===== config.mk =====
export PLATFORM = sky130hd
export DESIGN_NAME = square_wave_note_player_flat
export DESIGN_NICKNAME = d
export VERILOG_FILES = /design/src/design/swnp_pkg.sv /design/src/design/swnp_note_if.sv /design/src/design/swnp_result_if.sv /design/src/design/swnp_in_stage.sv /design/src/design/swnp_core.sv /design/src/design/swnp_out_stage.sv /design/src/design/square_wave_note_player.sv /design/src/flat_wrapper.sv
export VERILOG_INCLUDE_DIRS = /design/src /design/src/design
export SDC_FILE = /design/constraint.sdc
export NUM_CORES = 1
export LEC_CHECK = 0
export BUFFER_PORTS_ARGS = -buffer_cell sky130_fd_sc_hd__buf_2
export CELL_PAD_IN_SITES_DETAIL_PLACEMENT = 2
export CELL_PAD_IN_SITES_GLOBAL_PLACEMENT = 2
export CORE_MARGIN = 5
export CORE_UTILIZATION = 35
export CTS_CLUSTER_DIAMETER = 200
export CTS_CLUSTER_SIZE = 10
export DETAILED_ROUTE_END_ITERATION = 16
export GPL_ROUTABILITY_DRIVEN = 0
export PLACE_DENSITY_LB_ADDON = 0.1
export SYNTH_ARGS = -nofsm -noshare
export SYNTH_HDL_FRONTEND = slang
export SYNTH_HIERARCHICAL = 1
export SYNTH_SLANG_ARGS = --single-unit

===== constraint.sdc =====
create_clock -name clk_i -period 4.3 [get_ports clk_i]
set_clock_uncertainty 0.2 [all_clocks]
set_input_delay 0.645 -clock clk_i [delete_from_list [all_inputs] [get_ports clk_i]]
set_output_delay 0.645 -clock clk_i [all_outputs]
set_load 0.02 [all_outputs]

===== src/design/square_wave_note_player_assert.svh =====
// assertion macros for the square wave note player
`ifndef SQUARE_WAVE_NOTE_PLAYER_ASSERT_SVH
`define SQUARE_WAVE_NOTE_PLAYER_ASSERT_SVH

`ifndef ASSERT_OFF
// condition must hold at every edge out of reset
`define SWNP_ASSERT_ALWAYS(label, clk, rst_n, cond) \
  label: assert property (@(posedge clk) disable iff (!rst_n) (cond)) \
    else $error("swnp assertion failed");
// trigger at one edge implies the consequence at the next edge
`define SWNP_ASSERT_NEXT(label, clk, rst_n, pre, post) \
  label: assert property (@(posedge clk) disable iff (!rst_n) (pre) |=> (post)) \
    else $error("swnp assertion failed");
`else
`define SWNP_ASSERT_ALWAYS(label, clk, rst_n, cond)
`define SWNP_ASSERT_NEXT(label, clk, rst_n, pre, post)
`endif

`endif


===== src/design/swnp_pkg.sv =====
// shared types and constants of the square wave note player
package swnp_pkg;

  typedef enum logic {
    KIND_START = 1'b0,
    KIND_TICK  = 1'b1
  } kind_e;

  localparam logic [7:0] REST_CODE          = 8'hFF;
  localparam logic [7:0] WINDOW_TICKS_RESET = 8'd250;

  typedef struct packed {
    logic       kind;
    logic [7:0] half_period;
    logic [7:0] note_length;
    logic [7:0] length_scaler;
    logic       button_pressed;
  } note_item_t;

  typedef struct packed {
    logic buzzer;
    logic lamp;
    logic note_done;
    logic cancelled;
    logic playing;
  } result_t;

  // input register contents handed to the core
  typedef struct packed {
    logic       valid;
    note_item_t item;
  } stage_t;

endpackage


===== src/design/swnp_note_if.sv =====
// input channel carrying note starts and timer ticks
interface swnp_note_if;
  logic       valid;
  logic       ready;
  logic       kind;
  logic [7:0] half_period;
  logic [7:0] note_length;
  logic [7:0] length_scaler;
  logic       button_pressed;

  modport source (
    output valid, kind, half_period, note_length, length_scaler, button_pressed,
    input  ready
  );
  modport sink (
    input  valid, kind, half_period, note_length, length_scaler, button_pressed,
    output ready
  );
endinterface


===== src/design/swnp_result_if.sv =====
// output channel carrying one result item per input item
interface swnp_result_if;
  logic valid;
  logic ready;
  logic buzzer;
  logic lamp;
  logic note_done;
  logic cancelled;
  logic playing;

  modport source (
    output valid, buzzer, lamp, note_done, cancelled, playing,
    input  ready
  );
  modport sink (
    input  valid, buzzer, lamp, note_done, cancelled, playing,
    output ready
  );
endinterface


===== src/design/swnp_in_stage.sv =====
// input register of the note player
module swnp_in_stage (
  input  logic                 clk_i,
  input  logic                 rst_ni,
  swnp_note_if.sink            note_i,
  input  logic                 advance_i,
  output swnp_pkg::stage_t     stage_o
);

  logic                 valid_q, valid_d;
  swnp_pkg::note_item_t item_q;
  logic                 load;

  // free slot or slot drains this cycle
  assign note_i.ready = !valid_q || advance_i;
  assign load         = note_i.valid && note_i.ready;

  always_comb begin
    valid_d = valid_q;
    if (note_i.ready) begin
      valid_d = note_i.valid;
    end
  end

  always_ff @(posedge clk_i or negedge rst_ni) begin
    if (!rst_ni) begin
      valid_q <= 1'b0;
    end else begin
      valid_q <= valid_d;
    end
  end

  always_ff @(posedge clk_i) begin
    if (load) begin
      item_q.kind           <= note_i.kind;
      item_q.half_period    <= note_i.half_period;
      item_q.note_length    <= note_i.note_length;
      item_q.length_scaler  <= note_i.length_scaler;
      item_q.button_pressed <= note_i.button_pressed;
    end
  end

  assign stage_o.valid = valid_q;
  assign stage_o.item  = item_q;

endmodule


===== src/design/swnp_core.sv =====
// note state and its next-state logic
module swnp_core (
  input  logic              clk_i,
  input  logic              rst_ni,
  input  logic              cfg_we_i,
  input  logic [7:0]        cfg_wdata_i,
  input  logic              step_i,
  input  swnp_pkg::note_item_t item_i,
  output swnp_pkg::result_t result_o
);

  logic [7:0] win_ticks_q, win_ticks_d;
  logic       busy_q, busy_d;
  logic       stop_q, stop_d;
  logic       buzzer_q, buzzer_d;
  logic       lamp_q, lamp_d;
  logic [7:0] period_reload_q, period_reload_d;
  logic [7:0] period_count_q, period_count_d;
  logic [7:0] window_count_q, window_count_d;
  logic [7:0] length_reload_q, length_reload_d;
  logic [7:0] length_count_q, length_count_d;
  logic [7:0] scaler_count_q, scaler_count_d;
  logic       done;
  logic [7:0] period_dec, window_inc, length_dec, scaler_dec;

  assign period_dec = period_count_q - 8'd1;
  assign window_inc = window_count_q + 8'd1;
  assign length_dec = length_count_q - 8'd1;
  assign scaler_dec = scaler_count_q - 8'd1;

  always_comb begin
    win_ticks_d = cfg_we_i ? cfg_wdata_i : win_ticks_q;
  end

  always_comb begin
    busy_d          = busy_q;
    stop_d          = stop_q;
    buzzer_d        = buzzer_q;
    lamp_d          = lamp_q;
    period_reload_d = period_reload_q;
    period_count_d  = period_count_q;
    window_count_d  = window_count_q;
    length_reload_d = length_reload_q;
    length_count_d  = length_count_q;
    scaler_count_d  = scaler_count_q;
    done            = 1'b0;
    if (step_i) begin
      if (item_i.kind == swnp_pkg::KIND_START) begin
        if (!busy_q) begin
          if (stop_q) begin
            // cancelled earlier: finish at once
            busy_d   = 1'b0;
            buzzer_d = 1'b0;
            lamp_d   = 1'b0;
            done     = 1'b1;
          end else begin
            period_reload_d = item_i.half_period;
            period_count_d  = item_i.half_period;
            if (item_i.half_period != swnp_pkg::REST_CODE) begin
              buzzer_d = 1'b1;
              lamp_d   = 1'b1;
            end
            window_count_d  = 8'd0;
            length_reload_d = item_i.note_length;
            length_count_d  = item_i.note_length;
            scaler_count_d  = item_i.length_scaler;
            busy_d          = 1'b1;
          end
        end
      end else if (busy_q) begin
        period_count_d = period_dec;
        if (period_dec == 8'd0) begin
          period_count_d = period_reload_q;
          if (lamp_q) begin
            buzzer_d = !buzzer_q;
          end
        end
        if (item_i.button_pressed) begin
          stop_d   = 1'b1;
          busy_d   = 1'b0;
          buzzer_d = 1'b0;
          lamp_d   = 1'b0;
          done     = 1'b1;
        end else begin
          window_count_d = window_inc;
          if (window_inc >= win_ticks_q) begin
            window_count_d = 8'd0;
            length_count_d = length_dec;
            if (length_dec == 8'd0) begin
              scaler_count_d = scaler_dec;
              if (scaler_dec == 8'd0) begin
                busy_d   = 1'b0;
                buzzer_d = 1'b0;
                lamp_d   = 1'b0;
                done     = 1'b1;
              end else begin
                length_count_d = length_reload_q;
              end
            end
          end
        end
      end
    end
  end

  always_ff @(posedge clk_i or negedge rst_ni) begin
    if (!rst_ni) begin
      win_ticks_q     <= swnp_pkg::WINDOW_TICKS_RESET;
      busy_q          <= 1'b0;
      stop_q          <= 1'b0;
      buzzer_q        <= 1'b0;
      lamp_q          <= 1'b0;
      period_reload_q <= 8'd0;
      period_count_q  <= 8'd0;
      window_count_q  <= 8'd0;
      length_reload_q <= 8'd0;
      length_count_q  <= 8'd0;
      scaler_count_q  <= 8'd0;
    end else begin
      win_ticks_q     <= win_ticks_d;
      busy_q          <= busy_d;
      stop_q          <= stop_d;
      buzzer_q        <= buzzer_d;
      lamp_q          <= lamp_d;
      period_reload_q <= period_reload_d;
      period_count_q  <= period_count_d;
      window_count_q  <= window_count_d;
      length_reload_q <= length_reload_d;
      length_count_q  <= length_count_d;
      scaler_count_q  <= scaler_count_d;
    end
  end

  assign result_o.buzzer    = buzzer_d;
  assign result_o.lamp      = lamp_d;
  assign result_o.note_done = done;
  assign result_o.cancelled = stop_d;
  assign result_o.playing   = busy_d;

endmodule


===== src/design/swnp_out_stage.sv =====
// result register of the note player
module swnp_out_stage (
  input  logic              clk_i,
  input  logic              rst_ni,
  input  logic              valid_i,
  input  swnp_pkg::result_t result_i,
  output logic              advance_o,
  swnp_result_if.source     result_o
);

  logic              valid_q, valid_d;
  swnp_pkg::result_t result_q;

  // register empty or being taken this cycle
  assign advance_o = !valid_q || result_o.ready;

  always_comb begin
    valid_d = valid_q;
    if (advance_o) begin
      valid_d = valid_i;
    end
  end

  always_ff @(posedge clk_i or negedge rst_ni) begin
    if (!rst_ni) begin
      valid_q <= 1'b0;
    end else begin
      valid_q <= valid_d;
    end
  end

  always_ff @(posedge clk_i) begin
    if (advance_o && valid_i) begin
      result_q <= result_i;
    end
  end

  assign result_o.valid     = valid_q;
  assign result_o.buzzer    = result_q.buzzer;
  assign result_o.lamp      = result_q.lamp;
  assign result_o.note_done = result_q.note_done;
  assign result_o.cancelled = result_q.cancelled;
  assign result_o.playing   = result_q.playing;

endmodule


===== src/design/square_wave_note_player.sv =====
// path: an accepted item sits in the input register; its result item is computed as it leaves
// and is registered in the result register, from which it can be taken
// throughput: one item per cycle while the output is not stalled; the note state updates in one pass as
// the item leaves the input register, so a start or tick may follow every cycle unless the output stalls
// reset: asynchronous, active low; clears all note state and both registers' valid bits,
// and sets window_ticks back to 250
`include "square_wave_note_player_assert.svh"

// top level of the square wave note player
module square_wave_note_player (
  input  logic           clk_i,
  input  logic           rst_ni,
  input  logic           cfg_we_i,
  input  logic [7:0]     cfg_wdata_i,
  swnp_note_if.sink      note_i,
  swnp_result_if.source  result_o
);

  // input register contents
  swnp_pkg::stage_t  stage;
  // next result, computed from the registered item and the note state
  swnp_pkg::result_t next_result;
  // result register can take a new item this cycle
  logic              advance;
  // note state moves on exactly when the registered item moves to the result
  logic              step;

  assign step = stage.valid && advance;

  swnp_in_stage u_in_stage (
    .clk_i     (clk_i),
    .rst_ni    (rst_ni),
    .note_i    (note_i),
    .advance_i (advance),
    .stage_o   (stage)
  );

  // counters for half period, window, length and scaler rounds
  swnp_core u_core (
    .clk_i       (clk_i),
    .rst_ni      (rst_ni),
    .cfg_we_i    (cfg_we_i),
    .cfg_wdata_i (cfg_wdata_i),
    .step_i      (step),
    .item_i      (stage.item),
    .result_o    (next_result)
  );

  swnp_out_stage u_out_stage (
    .clk_i     (clk_i),
    .rst_ni    (rst_ni),
    .valid_i   (stage.valid),
    .result_i  (next_result),
    .advance_o (advance),
    .result_o  (result_o)
  );

  // a finished note always leaves buzzer and lamp low and the player idle
  `SWNP_ASSERT_ALWAYS(a_done_quiet, clk_i, rst_ni, !(result_o.valid && result_o.note_done) || (!result_o.playing && !result_o.lamp && !result_o.buzzer))
  // lamp only lights while a note is in progress
  `SWNP_ASSERT_ALWAYS(a_lamp_playing, clk_i, rst_ni, !(result_o.valid && result_o.lamp) || result_o.playing)
  // a registered item waiting on a stalled output is not dropped
  `SWNP_ASSERT_NEXT(a_item_kept, clk_i, rst_ni, stage.valid && !advance, stage.valid)

endmodule

===== src/flat_wrapper.sv =====
// flat-port wrapper written by rule: the top's interface ports become plain ports
module square_wave_note_player_flat 
  (clk_i, rst_ni, cfg_we_i, cfg_wdata_i, note_i_valid, note_i_kind, note_i_half_period, note_i_note_length, note_i_length_scaler, note_i_button_pressed, note_i_ready, result_o_valid, result_o_buzzer, result_o_lamp, result_o_note_done, result_o_cancelled, result_o_playing, result_o_ready);
  swnp_note_if note_i_i ();
  swnp_result_if result_o_i ();
  input  logic clk_i;
  input  logic rst_ni;
  input  logic cfg_we_i;
  input  logic [7:0] cfg_wdata_i;
  input wire logic [$bits(note_i_i.valid)-1:0] note_i_valid;
  input wire logic [$bits(note_i_i.kind)-1:0] note_i_kind;
  input wire logic [$bits(note_i_i.half_period)-1:0] note_i_half_period;
  input wire logic [$bits(note_i_i.note_length)-1:0] note_i_note_length;
  input wire logic [$bits(note_i_i.length_scaler)-1:0] note_i_length_scaler;
  input wire logic [$bits(note_i_i.button_pressed)-1:0] note_i_button_pressed;
  output wire logic [$bits(note_i_i.ready)-1:0] note_i_ready;
  output wire logic [$bits(result_o_i.valid)-1:0] result_o_valid;
  output wire logic [$bits(result_o_i.buzzer)-1:0] result_o_buzzer;
  output wire logic [$bits(result_o_i.lamp)-1:0] result_o_lamp;
  output wire logic [$bits(result_o_i.note_done)-1:0] result_o_note_done;
  output wire logic [$bits(result_o_i.cancelled)-1:0] result_o_cancelled;
  output wire logic [$bits(result_o_i.playing)-1:0] result_o_playing;
  input wire logic [$bits(result_o_i.ready)-1:0] result_o_ready;
  assign note_i_i.valid = note_i_valid;
  assign note_i_i.kind = note_i_kind;
  assign note_i_i.half_period = note_i_half_period;
  assign note_i_i.note_length = note_i_note_length;
  assign note_i_i.length_scaler = note_i_length_scaler;
  assign note_i_i.button_pressed = note_i_button_pressed;
  assign note_i_ready = note_i_i.ready;
  assign result_o_valid = result_o_i.valid;
  assign result_o_buzzer = result_o_i.buzzer;
  assign result_o_lamp = result_o_i.lamp;
  assign result_o_note_done = result_o_i.note_done;
  assign result_o_cancelled = result_o_i.cancelled;
  assign result_o_playing = result_o_i.playing;
  assign result_o_i.ready = result_o_ready;
  square_wave_note_player u_core (.clk_i(clk_i), .rst_ni(rst_ni), .cfg_we_i(cfg_we_i), .cfg_wdata_i(cfg_wdata_i), .note_i(note_i_i), .result_o(result_o_i));
endmodule

# --- Word level (Yosys, flattened, before mapping) ---
# Cells that the tools add are included.
word_totals:
  ff_bits: 93
  latch_bits: 0
  ram_bits: 0
  mem_bits_ro: 0
  input_bits: 39
  output_inout_bits: 7
  wordCells: 122
  n_memories: 0
op_classes:
  addsub: 4
  multipliers: 0
  n_div: 0
  n_lt_le_gt_ge: 1
  eq_ne: 7
  shifts: 0
  muxes: 69
  bitwise: 3
  n_reduce_logical: 15
op_table:
  columns: ["op", "n"]
  rows:
  - ["$mux 8", 26]
  - ["$mux 1", 43]
  - ["$logic_not 8->1", 3]
  - ["$sub 8x1->8 const B", 3]
  - ["$ne 2x2->1 const B", 5]
  - ["$add 8x1->8 const B", 1]
  - ["$ge 8x8->1", 1]
  - ["$ne 8x8->1 const B", 1]
  - ["$reduce_and 4->1", 2]
  - ["$reduce_and 7->1", 1]
  - ["$reduce_and 6->1", 1]
  - ["$reduce_and 5->1", 1]
  - ["$logic_not 1->1", 3]
  - ["$not 1->1", 3]
  - ["$logic_and 1x1->1", 2]
  - ["$logic_or 1x1->1", 2]
  - ["$ne 2x1->1 const B", 1]

# --- Depth between registers and ports, before layout ---
depth:
  word_depth: 10
  depth_mapped: 12

# --- Hierarchy ---
# Netlist, hierarchy kept.
by_module_without_submodules:
  columns: ["module", "instances", "cells_per_inst", "area_each_um2", "seq_area_each_um2"]
  rows:
  - ["swnp_core", 1, 400, 3623.5, 1508.9]
  - ["swnp_in_stage", 1, 31, 842.1, 805.8]
  - ["swnp_out_stage", 1, 9, 203.9, 175.2]
  - ["square_wave_note_player", 1, 1, 6.3, 0.0]

# --- Least setup slack after synthesis ---
# OpenSTA, ideal clock, no wires.
synth_timing:
  path_type: "reg2reg"
  startpoint: "register u_core.u_core.window_count_q[0]"
  endpoint: "register u_core.u_core.scaler_count_q[7]"
  setup_time_ns: 0.067
  arrival_time_ns: 2.568
  required_time_ns: 4.033
  setup_slack_ns: 1.465
  path_stages_with_launch: 12
  n_path_buf: 1
  period_less_slack_ns: 2.835
  path_cell_list: "dfrtp_1 -> ha_1 -> nand3_1 -> nor2_1 -> xor2_1 -> ha_1 -> nand4_1 -> o31a_2 -> nor4_4 -> or2_0 -> buf_4 -> o221a_1"
synth_via:
  elab_chain_len: 4
synth_rtl:
  columns: ["element", "line_no", "text"]
  rows:
  - ["start: declaration", "swnp_core.sv:19", "logic [7:0] window_count_q, window_count_d;"]
  - ["start signal: assignment", "swnp_core.sv:127", "window_count_q <= window_count_d;"]
  - ["$add 8x1->8", "swnp_core.sv:27", "assign window_inc = window_count_q + 8'd1;"]
  - ["$ge 8x8->1", "swnp_core.sv:86", "if (window_inc >= win_ticks_q) begin"]
  - ["$ne 2x2->1 (no line)", null, null]
  - ["$reduce_and 7->1 (no line)", null, null]
  - ["end signal: assignment", "swnp_core.sv:130", "scaler_count_q <= scaler_count_d;"]
  - ["end: declaration", "swnp_core.sv:22", "logic [7:0] scaler_count_q, scaler_count_d;"]
# Every way passes these cells.
# A chain may end at the register's enable or synchronous reset.

# --- Final worst setup path ---
# Ends and elaborated chain as after synthesis.

==> qor.txt <==
Pint: 0.00150 W
Ant. Diodes: 0
R2R Setup Slk: 0.70 ns
Max IR drop VDD: 0.186 mV
CTS sink count: 93
largest net degree at the start of global routing: 33
Arr. time, crit path: 3.69 ns
drt total wl: 12600 um
Mean Syn Cell Area: 10.6 um^2
crit share post-route: 83.7%
final slew viol count: 0
critical path class: reg2reg
P&R area growth vs syn: 14.6%
Clock Root Buffer: clkbuf_16
number of flops mapped to enable cells by yosys: 31
post-synthesis mux area share: 1.10%
first-pass GRT wire length: 21000 um
met3 wire length: 373 um
initial drt markers: 151
# nets final: 534
Worst-path clk slew: 0.07 ns
most common cell in the netlist: nand2_1
Max-slew headroom: 44.5%
worst min-delay path category: in2async
Distinct cells, synth: 64
Net Sw Frac: 22.5%
final setup fails: 0
Core Area: 13200 um^2
Synth Area in XOR/XNOR: 3.18%
met1 wire length: 6040 um
compound-gate portion of the synthesized area: 15.4%
main flop type after synthesis: dfrtp_1
CP Capture Type: flop
simple-gate share of the synthesized area: 19.0%
syn_nets: 495
H-Tree Depth: 3
I/O pin cnt: 46
IO Port Bufs: 45
Clock power frac: 44.2%
gr usage total: 16.8%
top layer reached by signal wires: met4
postcts setup bufs: 0
HPWL after DPL: 9090 um
Die ar.: 15800 um^2
DR WL/cell: 19.1 um
setup_tns: 0 ns
via/cell ratio: 5.24
adder-cell share of the synthesized area: 4.01%
asr flop ratio synth: 66.7%
worst-case reg-to-reg path depth: 10
crit path launch type: flop
synthesized area: 4680 um^2
MaxCap Viol Count: 0
Final ANT Viol Nets: 0
top cell type's share of synthesized area: 30.0%
total chip power: 0.00194 W
TritonRoute pass-1 iters: 4
P_sw: 0.000436 W
Fin. Hold Viols: 0
largest family of logic cells by synthesized area: simple AND/OR/NAND/NOR gates
CTS buffer count: 9
vias in the first global route: 3918
Clock Latency Late Sink: 0.35 ns
CTS tree: done
Rows: 42
Synth area leader: dfrtp_1
Cells after Synth: 441
Critical Path RT: 4.39 ns
LEAKAGE: 2.30 nW
Slew @ Worst Pin: 0.832 ns
CTS Hold Bufs: 0
Filler Cell Count: 1396
worst-path maximum fanout: 14
Multi-input gate area: 1990 um^2
sequential area share after synthesis: 53.3%
Tmin final: 3.60 ns
share of cells above drive strength 1: 19.8%
# DRC: 0
Vias: 3464
Seq pwr share: 50.1%
Yosys reg bits: 93
RSZ-0062 raised after global routing: false
ratio of total power to cell area: 362 nW/um^2
clock buffer depth: 2
Initial Utilization: 35.4%
met2 wire len: 6040 um
Die H: 126 um
top cells by area, synth: dfrtp_1 30%, edfxtp_1 20%, nand2_1 6.6%, ha_1 4.0%, dfstp_2 3.4%
Comb pwr share: 5.7%
Yosys Warn Count: 6
Die X-Extent: 126 um
run status: finished clean
Post-CTS Resized: 0
grt total ovfl: 0
initial antenna violation count: 0
most frequent cells after synthesis: 82 x nand2_1, 56 x dfrtp_1, 31 x edfxtp_1
highest clock rate: 278 MHz
register area: 2490 um^2
==> registers in the layout (all words and copies together), names as in the netlist <==
register,flops
u_core/u_core/buzzer_q,1
u_core/u_core/period_reload_q,8
u_core/u_core/win_ticks_q,8
u_core/u_core/window_count_q,8
u_core/u_core/scaler_count_q,8
u_core/u_core/period_count_q,8
u_core/u_out_stage/result_o.cancelled,1
u_core/u_core/busy_q,1
u_core/u_out_stage/result_o.playing,1
u_core/u_out_stage/result_o.buzzer,1
u_core/u_core/stop_q,1
u_core/u_core/length_reload_q,8
u_core/u_out_stage/result_o.lamp,1
u_core/u_in_stage/valid_q,1
u_core/u_in_stage/stage_o,26
u_core/u_out_stage/result_o.valid,1
u_core/u_out_stage/result_o.note_done,1
u_core/u_core/lamp_q,1
u_core/u_core/length_count_q,8
==> layout make-up <==
type                    count  share of cell area, %
clock buffers              10                   4.27
clock inverters             6                   1.61
inverters                  20                   1.40
multi-input cells         306                   37.2
flip-flops and latches     93                   46.5
well taps                 176                   4.11
repair buffers             50                   4.91
==> worst paths after layout <==
path / start / to
max: u_core/u_core/window_count_q[0] / u_core/u_core/scaler_count_q[7]
min: rst_ni / u_core/u_core/period_reload_q[4]
max reg2reg: u_core/u_core/window_count_q[0] / u_core/u_core/scaler_count_q[7]
min reg2reg: u_core/u_in_stage/stage_o[15] / u_core/u_core/length_reload_q[6]
max in group asynchronous: rst_ni / u_core/u_core/win_ticks_q[7]
min in group clk_i: note_i_length_scaler[3] / u_core/u_in_stage/stage_o[4]
==> power groups by stage <==
stage          Combinational, W  Clock [W]  Sequential (W)
2_1_floorplan         0.0000588          0        0.000986
6_report               0.000110   0.000857        0.000971
3_3_place_gp           0.000108          0        0.000989
4_1_cts                0.000115   0.000891        0.000972
5_1_grt                0.000126   0.000926        0.000974
3_5_place_dp           0.000115          0        0.000990
==> stage by stage <==
stage | area [um^2] | hold WS, ns | instances | worst slack (ns) | utilization, %
floorplan | 4680 | 0.149 | 441 | 1.47 | -
global placement | 5040 | 0.257 | 645 | 0.819 | 38.2
detailed placement | 5040 | 0.262 | 645 | 0.716 | 38.2
CTS | 5360 | 0.224 | 661 | 0.700 | 40.6
global route | 5360 | 0.253 | 661 | 0.447 | 40.6
finish | 5360 | 0.186 | 661 | 0.699 | 40.6
==> critical path, cell delays in order (launching register included) <==
cell     delay (ns)
dfrtp_1        0.42
and3_1         0.17
nand3_1        0.13
nor2_1         0.17
xor2_1         0.25
ha_1           0.20
nand4_1        0.13
o31a_2         0.48
nor4_4         0.59
or2_0          0.51
o221a_1        0.28
==> per-layer routing <==
metal	GRT usage (%)	vias to the layer above
met5	0	-
li1	-	1661
met4	5.55	0
met1	22.2	1745
met2	27.9	44
met3	3.11	14
==> cell families (layout without fill, tap and decap cells) <==
logic type               count (synthesis)  in the layout
AO/OA/AOI/OAI                           96             96
buffers and inverters                   42             86
flip-flops                              93             93
multiplexers                             5              5
adder cells (fa/ha/maj)                 15             15
XOR/XNOR                                14             14
AND/OR/NAND/NOR                        176            176
==> layout by cell type (no fill, tap or decap), drive strengths merged, types with 6 or more instances in the layout <==
master,Yosys,layout
nand3,9,9
buf,9,50
o21ai,23,23
dfstp,6,6
nand2b,8,8
dfrtp,56,56
edfxtp,31,31
inv,20,21
a211oi,8,8
xnor2,9,9
a32o,8,8
nor3,14,14
or3,11,11
nor2,28,28
ha,15,15
o221a,6,6
nand2,82,82
o21a,9,9
a21oi,11,11
clkbuf,13,10
No activity file was read; power rests on OpenSTA's default activity.
